File: src/sv/quadrature_pi_position_controller_defines.svh
// Assertion helpers for the position controller.
// Each macro expects clk and arst_n in the scope where it is used.
`ifndef QUADRATURE_PI_POSITION_CONTROLLER_DEFINES_SVH
`define QUADRATURE_PI_POSITION_CONTROLLER_DEFINES_SVH

// Same-cycle implication.
`define QPIPC_ASSERT_IMP(label, ante, cons, msg) \
	label: assert property (@(posedge clk) disable iff (!arst_n) (ante) |-> (cons)) \
		else $error(msg);

// Next-cycle implication.
`define QPIPC_ASSERT_NEXT(label, ante, cons, msg) \
	label: assert property (@(posedge clk) disable iff (!arst_n) (ante) |=> (cons)) \
		else $error(msg);

`endif

File: src/sv/qpipc_pkg.sv
package qpipc_pkg;

	localparam int COUNT_W     = 32;
	localparam int SUM_W       = 40;
	localparam int DRIVE_LIMIT = 1023;

	localparam int GAIN_W    = 16;
	localparam int CFG_W     = 16;
	localparam int CFG_IDX_W = 2;
	localparam int POS_W     = 32;
	localparam int DRIVE_W   = 11;
	localparam int DUTY_W    = 10;

	// Each product term saturates to +-2^TERM_EXP.
	localparam int TERM_EXP   = 41;
	localparam int TERM_W     = TERM_EXP + 2;
	localparam int TOTAL_W    = TERM_W + 1;
	localparam int FRAC_SHIFT = 24;

	localparam int ERR_W  = COUNT_W + 1;
	localparam int ACC_W  = ((SUM_W > ERR_W) ? SUM_W : ERR_W) + 1;
	localparam int OP_W0  = (ERR_W > SUM_W) ? ERR_W : SUM_W;
	localparam int OP_W   = (OP_W0 > TOTAL_W) ? OP_W0 : TOTAL_W;
	localparam int KOP_W  = GAIN_W + 1;
	localparam int PROD_W = OP_W + KOP_W;

	localparam int FIFO_DEPTH = 4;
	localparam int FIFO_AW    = $clog2(FIFO_DEPTH);

	localparam logic [CFG_W-1:0] TARGET_STEP_RST = 16'd1188;
	localparam logic [CFG_W-1:0] PROP_GAIN_RST   = 16'd768;
	localparam logic [CFG_W-1:0] INTEG_GAIN_RST  = 16'd128;
	localparam logic [CFG_W-1:0] SCALE_RST       = 16'd4976;

	typedef enum logic [1:0] {
		REQ_EDGE = 2'd0,
		REQ_UP   = 2'd1,
		REQ_DOWN = 2'd2,
		REQ_TICK = 2'd3
	} req_type_t;

	typedef enum logic [CFG_IDX_W-1:0] {
		CFG_TARGET_STEP = 2'd0,
		CFG_PROP_GAIN   = 2'd1,
		CFG_INTEG_GAIN  = 2'd2,
		CFG_SCALE       = 2'd3
	} cfg_idx_t;

	typedef enum logic [2:0] {
		OP_INC,
		OP_DEC,
		OP_UP,
		OP_DOWN,
		OP_TICK
	} op_t;

	typedef enum logic [2:0] {
		ST_IDLE,
		ST_PROP,
		ST_INTEG,
		ST_ADD,
		ST_SCALE,
		ST_DONE
	} back_state_t;

	typedef struct packed {
		op_t op;
	} entry_t;

	typedef struct packed {
		logic empty;
		logic full;
	} qstat_t;

endpackage

File: src/sv/qpipc_if.sv
interface qpipc_req_if;
	logic       valid;
	logic       ready;
	logic [1:0] req_type;
	logic       enc_a;
	logic       enc_b;

	modport source(output valid, output req_type, output enc_a, output enc_b, input ready);
	modport sink(input valid, input req_type, input enc_a, input enc_b, output ready);
endinterface

interface qpipc_res_if;
	logic                                 valid;
	logic                                 ready;
	logic signed [qpipc_pkg::DRIVE_W-1:0] drive;
	logic        [qpipc_pkg::DUTY_W-1:0]  duty;
	logic                                 dir_fwd;
	logic                                 dir_rev;
	logic signed [qpipc_pkg::POS_W-1:0]   position;
	logic signed [qpipc_pkg::POS_W-1:0]   target;

	modport source(output valid, output drive, output duty, output dir_fwd, output dir_rev,
		output position, output target, input ready);
	modport sink(input valid, input drive, input duty, input dir_fwd, input dir_rev,
		input position, input target, output ready);
endinterface

File: src/sv/qpipc_front.sv
module qpipc_front (
	input  logic              clk,
	input  logic              arst_n,
	qpipc_req_if.sink         req,
	input  qpipc_pkg::qstat_t qstat,
	output logic              push,
	output qpipc_pkg::entry_t push_entry
);

	logic last_a_q;

	assign req.ready = !qstat.full;
	assign push      = req.valid && req.ready;

	// The quadrature direction is resolved here, so the back end sees a plain
	// increment or decrement.
	always_comb begin
		unique case (req.req_type)
			qpipc_pkg::REQ_EDGE: begin
				if ((req.enc_a == last_a_q) != (req.enc_b == req.enc_a))
					push_entry.op = qpipc_pkg::OP_INC;
				else
					push_entry.op = qpipc_pkg::OP_DEC;
			end
			qpipc_pkg::REQ_UP:   push_entry.op = qpipc_pkg::OP_UP;
			qpipc_pkg::REQ_DOWN: push_entry.op = qpipc_pkg::OP_DOWN;
			default:             push_entry.op = qpipc_pkg::OP_TICK;
		endcase
	end

	always_ff @(posedge clk or negedge arst_n) begin
		if (!arst_n) begin
			last_a_q <= 1'b0;
		end else if (push && req.req_type == qpipc_pkg::REQ_EDGE) begin
			last_a_q <= req.enc_a;
		end
	end

endmodule

File: src/sv/qpipc_fifo.sv
module qpipc_fifo (
	input  logic              clk,
	input  logic              arst_n,
	input  logic              push,
	input  qpipc_pkg::entry_t push_entry,
	input  logic              pop,
	output qpipc_pkg::entry_t pop_entry,
	output qpipc_pkg::qstat_t qstat
);

	localparam int AW = qpipc_pkg::FIFO_AW;

	qpipc_pkg::entry_t mem_q [qpipc_pkg::FIFO_DEPTH];
	logic [AW-1:0]     wr_ptr_q;
	logic [AW-1:0]     rd_ptr_q;
	logic [AW:0]       level_q;

	assign pop_entry   = mem_q[rd_ptr_q];
	assign qstat.empty = (level_q == '0);
	assign qstat.full  = (level_q == (AW+1)'(qpipc_pkg::FIFO_DEPTH));

	always_ff @(posedge clk) begin
		if (push) begin
			mem_q[wr_ptr_q] <= push_entry;
		end
	end

	always_ff @(posedge clk or negedge arst_n) begin
		if (!arst_n) begin
			wr_ptr_q <= '0;
			rd_ptr_q <= '0;
			level_q  <= '0;
		end else begin
			if (push) begin
				wr_ptr_q <= wr_ptr_q + 1'b1;
			end
			if (pop) begin
				rd_ptr_q <= rd_ptr_q + 1'b1;
			end
			if (push && !pop) begin
				level_q <= level_q + 1'b1;
			end else if (pop && !push) begin
				level_q <= level_q - 1'b1;
			end
		end
	end

endmodule

File: src/sv/qpipc_back.sv
module qpipc_back (
	input  logic                                 clk,
	input  logic                                 arst_n,
	input  logic                                 cfg_we,
	input  logic [qpipc_pkg::CFG_IDX_W-1:0]      cfg_idx,
	input  logic [qpipc_pkg::CFG_W-1:0]          cfg_data,
	input  qpipc_pkg::qstat_t                    qstat,
	input  qpipc_pkg::entry_t                    pop_entry,
	output logic                                 pop,
	qpipc_res_if.source                          res
);

	localparam int CW     = qpipc_pkg::COUNT_W;
	localparam int SW     = qpipc_pkg::SUM_W;
	localparam int EW     = qpipc_pkg::ERR_W;
	localparam int AW     = qpipc_pkg::ACC_W;
	localparam int OW     = qpipc_pkg::OP_W;
	localparam int KW     = qpipc_pkg::KOP_W;
	localparam int PW     = qpipc_pkg::PROD_W;
	localparam int TW     = qpipc_pkg::TERM_W;
	localparam int TOTW   = qpipc_pkg::TOTAL_W;

	localparam logic signed [CW+1:0] CNT_MAX = (CW+2)'((64'sd1 <<< (CW - 1)) - 64'sd1);
	localparam logic signed [CW+1:0] CNT_MIN = -CNT_MAX - 1;
	localparam logic signed [AW-1:0] SUM_MAX = AW'((64'sd1 <<< (SW - 1)) - 64'sd1);
	localparam logic signed [AW-1:0] SUM_MIN = -SUM_MAX - 1;
	localparam logic signed [PW-1:0] TERM_HI = PW'(64'sd1 <<< qpipc_pkg::TERM_EXP);
	localparam logic signed [PW-1:0] TERM_LO = -TERM_HI;
	localparam logic signed [PW-1:0] DRV_HI  = PW'(qpipc_pkg::DRIVE_LIMIT);
	localparam logic signed [PW-1:0] DRV_LO  = -DRV_HI;

	function automatic logic signed [TW-1:0] sat_term(input logic signed [PW-1:0] p);
		logic signed [PW-1:0] r;
		if (p > TERM_HI)
			r = TERM_HI;
		else if (p < TERM_LO)
			r = TERM_LO;
		else
			r = p;
		return TW'(r);
	endfunction

	logic [qpipc_pkg::CFG_W-1:0] step_q, kp_q, ki_q, scale_q;

	qpipc_pkg::back_state_t state_q, state_d;

	logic signed [CW-1:0]   pos_q, tgt_q;
	logic signed [SW-1:0]   sum_q;
	logic signed [EW-1:0]   err_q;
	logic signed [TW-1:0]   term_q;
	logic signed [TOTW-1:0] total_q;
	logic signed [PW-1:0]   prod_q;

	logic signed [CW+1:0] step_x, cnt_in, cnt_delta, cnt_sum;
	logic signed [CW-1:0] cnt_sat;
	logic signed [EW-1:0] err_x;
	logic signed [AW-1:0] acc;
	logic signed [SW-1:0] sum_sat;
	logic signed [OW-1:0] mul_a;
	logic signed [KW-1:0] mul_b;
	logic signed [PW-1:0] shifted, drv_full;
	logic                 mul_en, ld_out, is_tick;

	logic                                 out_valid_q;
	logic signed [qpipc_pkg::DRIVE_W-1:0] drive_q;
	logic        [qpipc_pkg::DUTY_W-1:0]  duty_q;
	logic                                 fwd_q, rev_q;
	logic signed [qpipc_pkg::POS_W-1:0]   pos_out_q, tgt_out_q;

	// Configuration
	always_ff @(posedge clk or negedge arst_n) begin
		if (!arst_n) begin
			step_q  <= qpipc_pkg::TARGET_STEP_RST;
			kp_q    <= qpipc_pkg::PROP_GAIN_RST;
			ki_q    <= qpipc_pkg::INTEG_GAIN_RST;
			scale_q <= qpipc_pkg::SCALE_RST;
		end else if (cfg_we) begin
			unique case (cfg_idx)
				qpipc_pkg::CFG_TARGET_STEP: step_q  <= cfg_data;
				qpipc_pkg::CFG_PROP_GAIN:   kp_q    <= cfg_data;
				qpipc_pkg::CFG_INTEG_GAIN:  ki_q    <= cfg_data;
				qpipc_pkg::CFG_SCALE:       scale_q <= cfg_data;
				default: ;
			endcase
		end
	end

	// One saturating adder serves both the position and the target count.
	always_comb begin
		step_x    = signed'((CW+2)'(step_q));
		cnt_in    = (CW+2)'(tgt_q);
		cnt_delta = step_x;
		case (pop_entry.op)
			qpipc_pkg::OP_INC: begin
				cnt_in    = (CW+2)'(pos_q);
				cnt_delta = (CW+2)'(1);
			end
			qpipc_pkg::OP_DEC: begin
				cnt_in    = (CW+2)'(pos_q);
				cnt_delta = -(CW+2)'(1);
			end
			qpipc_pkg::OP_DOWN: cnt_delta = -step_x;
			default: ;
		endcase
		cnt_sum = cnt_in + cnt_delta;
		if (cnt_sum > CNT_MAX)
			cnt_sat = CW'(CNT_MAX);
		else if (cnt_sum < CNT_MIN)
			cnt_sat = CW'(CNT_MIN);
		else
			cnt_sat = CW'(cnt_sum);
	end

	always_comb begin
		err_x = EW'(tgt_q) - EW'(pos_q);
		acc   = AW'(sum_q) + AW'(err_q);
		if (acc > SUM_MAX)
			sum_sat = SW'(SUM_MAX);
		else if (acc < SUM_MIN)
			sum_sat = SW'(SUM_MIN);
		else
			sum_sat = SW'(acc);
	end

	// Shared multiplier operand selection.
	always_comb begin
		case (state_q)
			qpipc_pkg::ST_PROP: begin
				mul_a = OW'(err_q);
				mul_b = signed'(KW'(kp_q));
			end
			qpipc_pkg::ST_INTEG: begin
				mul_a = OW'(sum_q);
				mul_b = signed'(KW'(ki_q));
			end
			default: begin
				mul_a = OW'(total_q);
				mul_b = signed'(KW'(scale_q));
			end
		endcase
	end

	// Floor division by 2^FRAC_SHIFT, then the drive clamp.
	always_comb begin
		shifted = prod_q >>> qpipc_pkg::FRAC_SHIFT;
		if (shifted > DRV_HI)
			drv_full = DRV_HI;
		else if (shifted < DRV_LO)
			drv_full = DRV_LO;
		else
			drv_full = shifted;
	end

	assign is_tick = (pop_entry.op == qpipc_pkg::OP_TICK);

	always_comb begin
		state_d = state_q;
		unique case (state_q)
			qpipc_pkg::ST_IDLE: begin
				if (!qstat.empty && is_tick)
					state_d = qpipc_pkg::ST_PROP;
			end
			qpipc_pkg::ST_PROP:  state_d = qpipc_pkg::ST_INTEG;
			qpipc_pkg::ST_INTEG: state_d = qpipc_pkg::ST_ADD;
			qpipc_pkg::ST_ADD:   state_d = qpipc_pkg::ST_SCALE;
			qpipc_pkg::ST_SCALE: state_d = qpipc_pkg::ST_DONE;
			qpipc_pkg::ST_DONE: begin
				if (!out_valid_q || res.ready)
					state_d = qpipc_pkg::ST_IDLE;
			end
			default: state_d = qpipc_pkg::ST_IDLE;
		endcase
	end

	always_comb begin
		pop    = 1'b0;
		mul_en = 1'b0;
		ld_out = 1'b0;
		unique case (state_q)
			qpipc_pkg::ST_IDLE:  pop    = !qstat.empty;
			qpipc_pkg::ST_PROP:  mul_en = 1'b1;
			qpipc_pkg::ST_INTEG: mul_en = 1'b1;
			qpipc_pkg::ST_SCALE: mul_en = 1'b1;
			qpipc_pkg::ST_DONE:  ld_out = !out_valid_q || res.ready;
			default: ;
		endcase
	end

	always_ff @(posedge clk or negedge arst_n) begin
		if (!arst_n) begin
			state_q <= qpipc_pkg::ST_IDLE;
			pos_q   <= '0;
			tgt_q   <= '0;
			sum_q   <= '0;
		end else begin
			state_q <= state_d;
			if (pop) begin
				case (pop_entry.op)
					qpipc_pkg::OP_INC, qpipc_pkg::OP_DEC: pos_q <= cnt_sat;
					qpipc_pkg::OP_UP, qpipc_pkg::OP_DOWN: tgt_q <= cnt_sat;
					default: ;
				endcase
			end
			if (state_q == qpipc_pkg::ST_PROP) begin
				sum_q <= sum_sat;
			end
		end
	end

	always_ff @(posedge clk) begin
		if (pop && is_tick) begin
			err_q <= err_x;
		end
		if (mul_en) begin
			prod_q <= mul_a * mul_b;
		end
		if (state_q == qpipc_pkg::ST_INTEG) begin
			term_q <= sat_term(prod_q);
		end
		if (state_q == qpipc_pkg::ST_ADD) begin
			total_q <= TOTW'(term_q) + TOTW'(sat_term(prod_q));
		end
	end

	// Result register
	always_ff @(posedge clk or negedge arst_n) begin
		if (!arst_n) begin
			out_valid_q <= 1'b0;
		end else if (ld_out) begin
			out_valid_q <= 1'b1;
		end else if (res.ready) begin
			out_valid_q <= 1'b0;
		end
	end

	always_ff @(posedge clk) begin
		if (ld_out) begin
			drive_q   <= qpipc_pkg::DRIVE_W'(drv_full);
			duty_q    <= qpipc_pkg::DUTY_W'((drv_full < 0) ? -drv_full : drv_full);
			fwd_q     <= (drv_full > 0);
			rev_q     <= (drv_full < 0);
			pos_out_q <= qpipc_pkg::POS_W'(pos_q);
			tgt_out_q <= qpipc_pkg::POS_W'(tgt_q);
		end
	end

	assign res.valid    = out_valid_q;
	assign res.drive    = drive_q;
	assign res.duty     = duty_q;
	assign res.dir_fwd  = fwd_q;
	assign res.dir_rev  = rev_q;
	assign res.position = pos_out_q;
	assign res.target   = tgt_out_q;

endmodule

File: src/sv/quadrature_pi_position_controller.sv
// Quadrature encoder position counter with a PI drive loop.
// Requests enter on req (valid/ready): an encoder edge sample, a target step up,
// a target step down, or a control tick. Only a control tick produces a result
// on res (valid/ready): the clamped drive, its duty magnitude, direction bits,
// and the position and target counts as they stood at the tick.
// Gains, the target step and the drive scale are written through cfg_we/cfg_idx/cfg_data;
// the user must write them only while the block is idle, as the block does not enforce this.
// A four-entry queue sits between the request decoder and the execution unit.
// An edge sample or step command is applied in the execution unit's idle state, which is then
// ready for the next request; a tick passes through the PROP, INTEG, ADD, SCALE and DONE states,
// since one shared multiplier forms kp*err, ki*sum and the final scale product in turn.
// When the receiver stalls, the result waits in the output register; the
// execution unit keeps going until the next tick's result, and requests keep
// being taken until the queue fills.
// Reset clears position, target, integral and the last A level, and loads the
// default configuration; the queue and output register come up empty.
`include "quadrature_pi_position_controller_defines.svh"

module quadrature_pi_position_controller (
	input  logic                              clk,
	input  logic                              arst_n,
	qpipc_req_if.sink                         req,
	qpipc_res_if.source                       res,
	input  logic                              cfg_we,
	input  logic [qpipc_pkg::CFG_IDX_W-1:0]   cfg_idx,
	input  logic [qpipc_pkg::CFG_W-1:0]       cfg_data
);

	logic              push, pop;
	qpipc_pkg::entry_t push_entry, pop_entry;
	qpipc_pkg::qstat_t qstat;

	qpipc_front u_front (
		.clk        (clk),
		.arst_n     (arst_n),
		.req        (req),
		.qstat      (qstat),
		.push       (push),
		.push_entry (push_entry)
	);

	qpipc_fifo u_fifo (
		.clk        (clk),
		.arst_n     (arst_n),
		.push       (push),
		.push_entry (push_entry),
		.pop        (pop),
		.pop_entry  (pop_entry),
		.qstat      (qstat)
	);

	qpipc_back u_back (
		.clk       (clk),
		.arst_n    (arst_n),
		.cfg_we    (cfg_we),
		.cfg_idx   (cfg_idx),
		.cfg_data  (cfg_data),
		.qstat     (qstat),
		.pop_entry (pop_entry),
		.pop       (pop),
		.res       (res)
	);

	`QPIPC_ASSERT_IMP(a_full_blocks_req, qstat.full, !req.ready, "request taken into a full queue")
	`QPIPC_ASSERT_IMP(a_pop_nonempty, pop, !qstat.empty, "pop from an empty queue")
	`QPIPC_ASSERT_NEXT(a_tick_holds_queue, pop && pop_entry.op == qpipc_pkg::OP_TICK, !pop, "pop during a tick computation")
	`QPIPC_ASSERT_IMP(a_result_consistent, res.valid, (res.dir_fwd == (res.drive > 0)) && (res.dir_rev == (res.drive < 0)) && !(res.dir_fwd && res.dir_rev), "direction bits disagree with drive")

endmodule
File: src/flat_wrapper.sv
// flat-port wrapper written by rule: the top's interface ports become plain ports
module quadrature_pi_position_controller_flat 
  (clk, arst_n, cfg_we, cfg_idx, cfg_data, req_valid, req_req_type, req_enc_a, req_enc_b, req_ready, res_valid, res_drive, res_duty, res_dir_fwd, res_dir_rev, res_position, res_target, res_ready);
  qpipc_req_if req_i ();
  qpipc_res_if res_i ();
  input  logic clk;
  input  logic arst_n;
  input  logic cfg_we;
  input  logic [qpipc_pkg::CFG_IDX_W-1:0] cfg_idx;
  input  logic [qpipc_pkg::CFG_W-1:0] cfg_data;
  input wire logic [$bits(req_i.valid)-1:0] req_valid;
  input wire logic [$bits(req_i.req_type)-1:0] req_req_type;
  input wire logic [$bits(req_i.enc_a)-1:0] req_enc_a;
  input wire logic [$bits(req_i.enc_b)-1:0] req_enc_b;
  output wire logic [$bits(req_i.ready)-1:0] req_ready;
  output wire logic [$bits(res_i.valid)-1:0] res_valid;
  output wire logic [$bits(res_i.drive)-1:0] res_drive;
  output wire logic [$bits(res_i.duty)-1:0] res_duty;
  output wire logic [$bits(res_i.dir_fwd)-1:0] res_dir_fwd;
  output wire logic [$bits(res_i.dir_rev)-1:0] res_dir_rev;
  output wire logic [$bits(res_i.position)-1:0] res_position;
  output wire logic [$bits(res_i.target)-1:0] res_target;
  input wire logic [$bits(res_i.ready)-1:0] res_ready;
  assign req_i.valid = req_valid;
  assign req_i.req_type = req_req_type;
  assign req_i.enc_a = req_enc_a;
  assign req_i.enc_b = req_enc_b;
  assign req_ready = req_i.ready;
  assign res_valid = res_i.valid;
  assign res_drive = res_i.drive;
  assign res_duty = res_i.duty;
  assign res_dir_fwd = res_i.dir_fwd;
  assign res_dir_rev = res_i.dir_rev;
  assign res_position = res_i.position;
  assign res_target = res_i.target;
  assign res_i.ready = res_ready;
  quadrature_pi_position_controller u_core (.clk(clk), .arst_n(arst_n), .req(req_i), .res(res_i), .cfg_we(cfg_we), .cfg_idx(cfg_idx), .cfg_data(cfg_data));
endmodule
File: config.mk
export PLATFORM = sky130hd
export DESIGN_NAME = quadrature_pi_position_controller_flat
export DESIGN_NICKNAME = d
export VERILOG_FILES = /design/src/sv/qpipc_pkg.sv /design/src/sv/qpipc_if.sv /design/src/sv/qpipc_front.sv /design/src/sv/qpipc_fifo.sv /design/src/sv/qpipc_back.sv /design/src/sv/quadrature_pi_position_controller.sv /design/src/flat_wrapper.sv
export VERILOG_INCLUDE_DIRS = /design/src /design/src/sv
export SDC_FILE = /design/constraint.sdc
export NUM_CORES = 2
export LEC_CHECK = 0
export ABC_AREA = 1
export BUFFER_PORTS_ARGS = -buffer_cell sky130_fd_sc_hd__buf_2
export CORE_AREA = 2 2 324 326
export CTS_BUF_LIST = sky130_fd_sc_hd__clkbuf_16
export CTS_CLUSTER_SIZE = 14
export DETAILED_ROUTE_END_ITERATION = 8
export DIE_AREA = 0 0 326 328
export HOLD_SLACK_MARGIN = 0.15
export MAX_ROUTING_LAYER = met4
export PLACE_DENSITY = 0.68
export SYNTH_ARGS = -nofsm -noshare
export SYNTH_HDL_FRONTEND = slang
export SYNTH_SLANG_ARGS = --single-unit
File: constraint.sdc
create_clock -name clk -period 8.75 [get_ports clk]
set_input_delay 0.875 -clock clk [delete_from_list [all_inputs] [get_ports clk]]
set_output_delay 0.875 -clock clk [all_outputs]
set_load 0.02 [all_outputs]
==> metrics.md <==
| Metric | Value |
|---|---|
| Result of the run | complete, no violations |
| Cell accounting for the most synthesized area | fa_1 |
| Die width | 326 um |
| Unrepaired setup endpoints after global routing | no |
| Area share of the largest cell type after synthesis | 0.249 |
| Clk_lat worst skew | 0.64 ns |
| Final setup violation count | 0 |
| Yosys cell types | 55 |
| Endpoint type of the worst setup path | flop |
| Drt wl/cell | 21.6 um |
| Most common flop cell mapped by yosys | edfxtp_1 |
| Most frequent cell on the critical path | inv_1 |
| Antenna-violating nets left | 0 |
| Global-route usage over all layers | 0.352 |
| Gpl congestion | 1.06 |
| Antenna violations before repair | 7 |
| First-pass DRT Iterations | 9 |
| Sequential share of the synthesized area | 0.242 |
| Worst endpoint data arrival time | 8.78 ns |
| Library cell contributing the largest single delay on the critical path | xor2_1 |
| Number of register bits inferred by synthesis | 459 |
| Area growth from synthesis to layout | 8.07% |
| Post-Place Cells | 8238 |
| Die boundary height | 328 um |
| Slew of the pin with the lowest slew margin | 1.10 ns |
| FP Rows | 118 |
| Nets | 7903 |
| Syn Std Cell Area | 0.0533 sq mm |
| Warnings, synthesis | 0 |
| Async set or reset register ratio after synthesis | 0.392 |
| Highest fanout seen on the critical path | 27 |
| CTS HTree Levels | 2 |
| Maximum root-to-sink buffer count | 3 |
| CTS Buf Count | 53 |
| Total count of hold-check failures in the final report | 0 |
| Number of clock sinks seen by CTS | 459 |
| Core area | 0.103 sq mm |
| CP Class | reg -> reg |
| Iteration-0 DRC count of the detailed router | 4354 |
| Detailed Place HPWL | 149000 um |
| # IOs | 116 |
| Area taken by flip-flops and latches | 0.0129 sq mm |
| Worst EP required | 9.08 ns |
| Avg Cell Area, Syn | 7.82 sq um |
| Ratio of cells with drive above 1 in the final layout | 0.0619 |
| Achievable Freq | 0.118 GHz |
| Number of global-route vias before repair | 46100 |
| Synthesized netlist cell count | 6818 |
| Number of input and output port buffers inserted | 115 |
| Type of the worst min-delay path | in -> async |
| Cells taking the most area after synthesis | fa_1, edfxtp_1, nand2_1 |
| Startpoint type of the worst setup path | flop |
| Overflow left after global routing | 0 |
| Global-route wire length before repair | 278000 um |
| Number of gates given a new drive strength after cts | 0 |
| Final-layout fill cell count | 9828 |
| Worst Clk Skew | 0.0234 ns |
| Post-detailed-routing wire length | 180000 um |
| Number of nets produced by synthesis | 7807 |
| Relative slew slack | 0.266 |
| Total via count after detailed routing | 45900 |
| Leading cell type in the layout, fill and taps excluded | nand2_1 |
| Utilization after layout | 0.558 |
| Largest net degree at the start of global routing | 68 |
| Final-report max-slew violation count | 0 |
| Most frequent cells in the layout | nand2_1, inv_1, nor2_1 |
| Maximum Capacitance Violations | 0 |
| Post-route non-filler standard cell count | 8343 |
| Clock transition at the registers of the reported paths | 0.06 ns |
| EDFF count, synth | 279 |
| Quantity of hold-fixing buffers added after cts | 0 |
| Setup TNS | 0 ns |
| CP top delay family | adder cells |
| Area occupied by multi-input gates | 0.0345 sq mm |
| Delay of the slowest cell on the worst path | 0.62 ns |
| Total die area | 0.107 sq mm |
| Fin crit period | 8.44 ns |
| Crit path buffers/inverters | 9 |
| Root buf cell | clkbuf_16 |
| Starting Density | 0.517 |
| Portion of the clock cycle consumed by the worst path in the final layout | 0.965 |
| Clock tree from TritonCTS | yes |
| Number of buffers inserted to repair setup after CTS | 0 |
| Count of unresolved DRC violations after routing | 0 |
| Vias per cell | 5.50 |
==> through the flow <==
stage	area (sq um)	hold slack [ns]	worst slack, ns
6_report	57600	0.211	0.306
5_1_grt	57600	0.251	0.00686
4_1_cts	57600	0.233	0.212
3_5_place_dp	55700	0.466	0.269
3_3_place_gp	55700	0.464	0.269
2_1_floorplan	53300	0.447	1.73
==> cells in the mapped netlist (36+ instances only) <==
| master | count |
|---|---|
| inv_1 | 1345 |
| clkbuf_1 | 84 |
| ha_1 | 300 |
| a21oi_1 | 248 |
| buf_2 | 78 |
| nand3_1 | 185 |
| fa_1 | 662 |
| nor3_1 | 36 |
| nand2_1 | 1925 |
| dfrtp_1 | 167 |
| edfxtp_1 | 279 |
| nor2_1 | 725 |
| xor2_1 | 126 |
| o21ai_0 | 234 |
| nand4_1 | 39 |
| xnor2_1 | 52 |
==> cell families (layout without fill, tap and decap cells) <==
group / Yosys count / after routing / synth area share
multiplexers: 1 / 1 / 0.000211
XOR/XNOR: 178 / 178 / 0.0292
flip-flops: 459 / 459 / 0.242
other: 0 / 4 / 0
AND/OR/NAND/NOR: 2992 / 2992 / 0.222
AO/OA/AOI/OAI: 679 / 680 / 0.0757
adder cells (fa/ha/maj): 962 / 962 / 0.319
buffers and inverters: 1547 / 1687 / 0.112
==> sequential cells by signal (all words and copies together) (netlist names), 3 cells and up <==
signal	flops
u_core.u_back.state_q	3
u_core.u_back.res.target	32
u_core.u_fifo.level_q	3
u_core.u_back.total_q	44
u_core.u_back.kp_q	16
u_core.u_back.res.duty	9
u_core.u_back.res.drive	11
u_core.u_back.ki_q	16
u_core.u_back.step_q	16
u_core.u_back.err_q	33
u_core.u_back.term_q	43
u_core.u_back.res.position	32
u_core.u_back.pos_q	32
u_core.u_back.scale_q	16
u_core.u_back.sum_q	40
u_core.u_back.prod_q	61
u_core.u_back.tgt_q	32
u_core.u_fifo.mem_q	12
==> per-layer routing <==
| layer | vias up | wire length [um] | global-route usage |
|---|---|---|---|
| met5 | - | 0 | - |
| met4 | 0 | 6380 | 0.101 |
| met3 | 360 | 15000 | 0.0523 |
| met2 | 1965 | 81600 | 0.543 |
| met1 | 22600 | 77000 | 0.484 |
| li1 | 21000 | - | - |
==> worst paths after layout <==
path / from / to / slack (ns) / cells past startpoint
max: u_core.u_back.state_q[2] / u_core.u_back.prod_q[25] / 0.31 / 28
min: arst_n / u_core.u_back.tgt_q[22] / 0.21 / 1
max reg2reg: u_core.u_back.state_q[2] / u_core.u_back.prod_q[25] / 0.31 / 28
min reg2reg: u_core.u_back.pos_q[14] / u_core.u_back.res.position[14] / 0.48 / 0
max in group asynchronous: arst_n / u_core.u_back.kp_q[3] / 7.23 / 2
min in group clk: res_ready / u_core.u_back.res.valid / 0.44 / 2
==> cell type report <==
| type | count | area share |
|---|---|---|
| clock buffer | 54 | 0.0234 |
| timing repair buffer | 219 | 0.0256 |
| antenna | 4 | 0.000174 |
| inverter | 1368 | 0.0891 |
| clock inverter | 46 | 0.00864 |
| multi-input combinational | 4813 | 0.599 |
| tap | 1380 | 0.0300 |
| sequential | 459 | 0.224 |
Power is left out: the tool's default activity adds up to more than one toggle a clock period on the data nets, which glitch-free logic cannot reach.
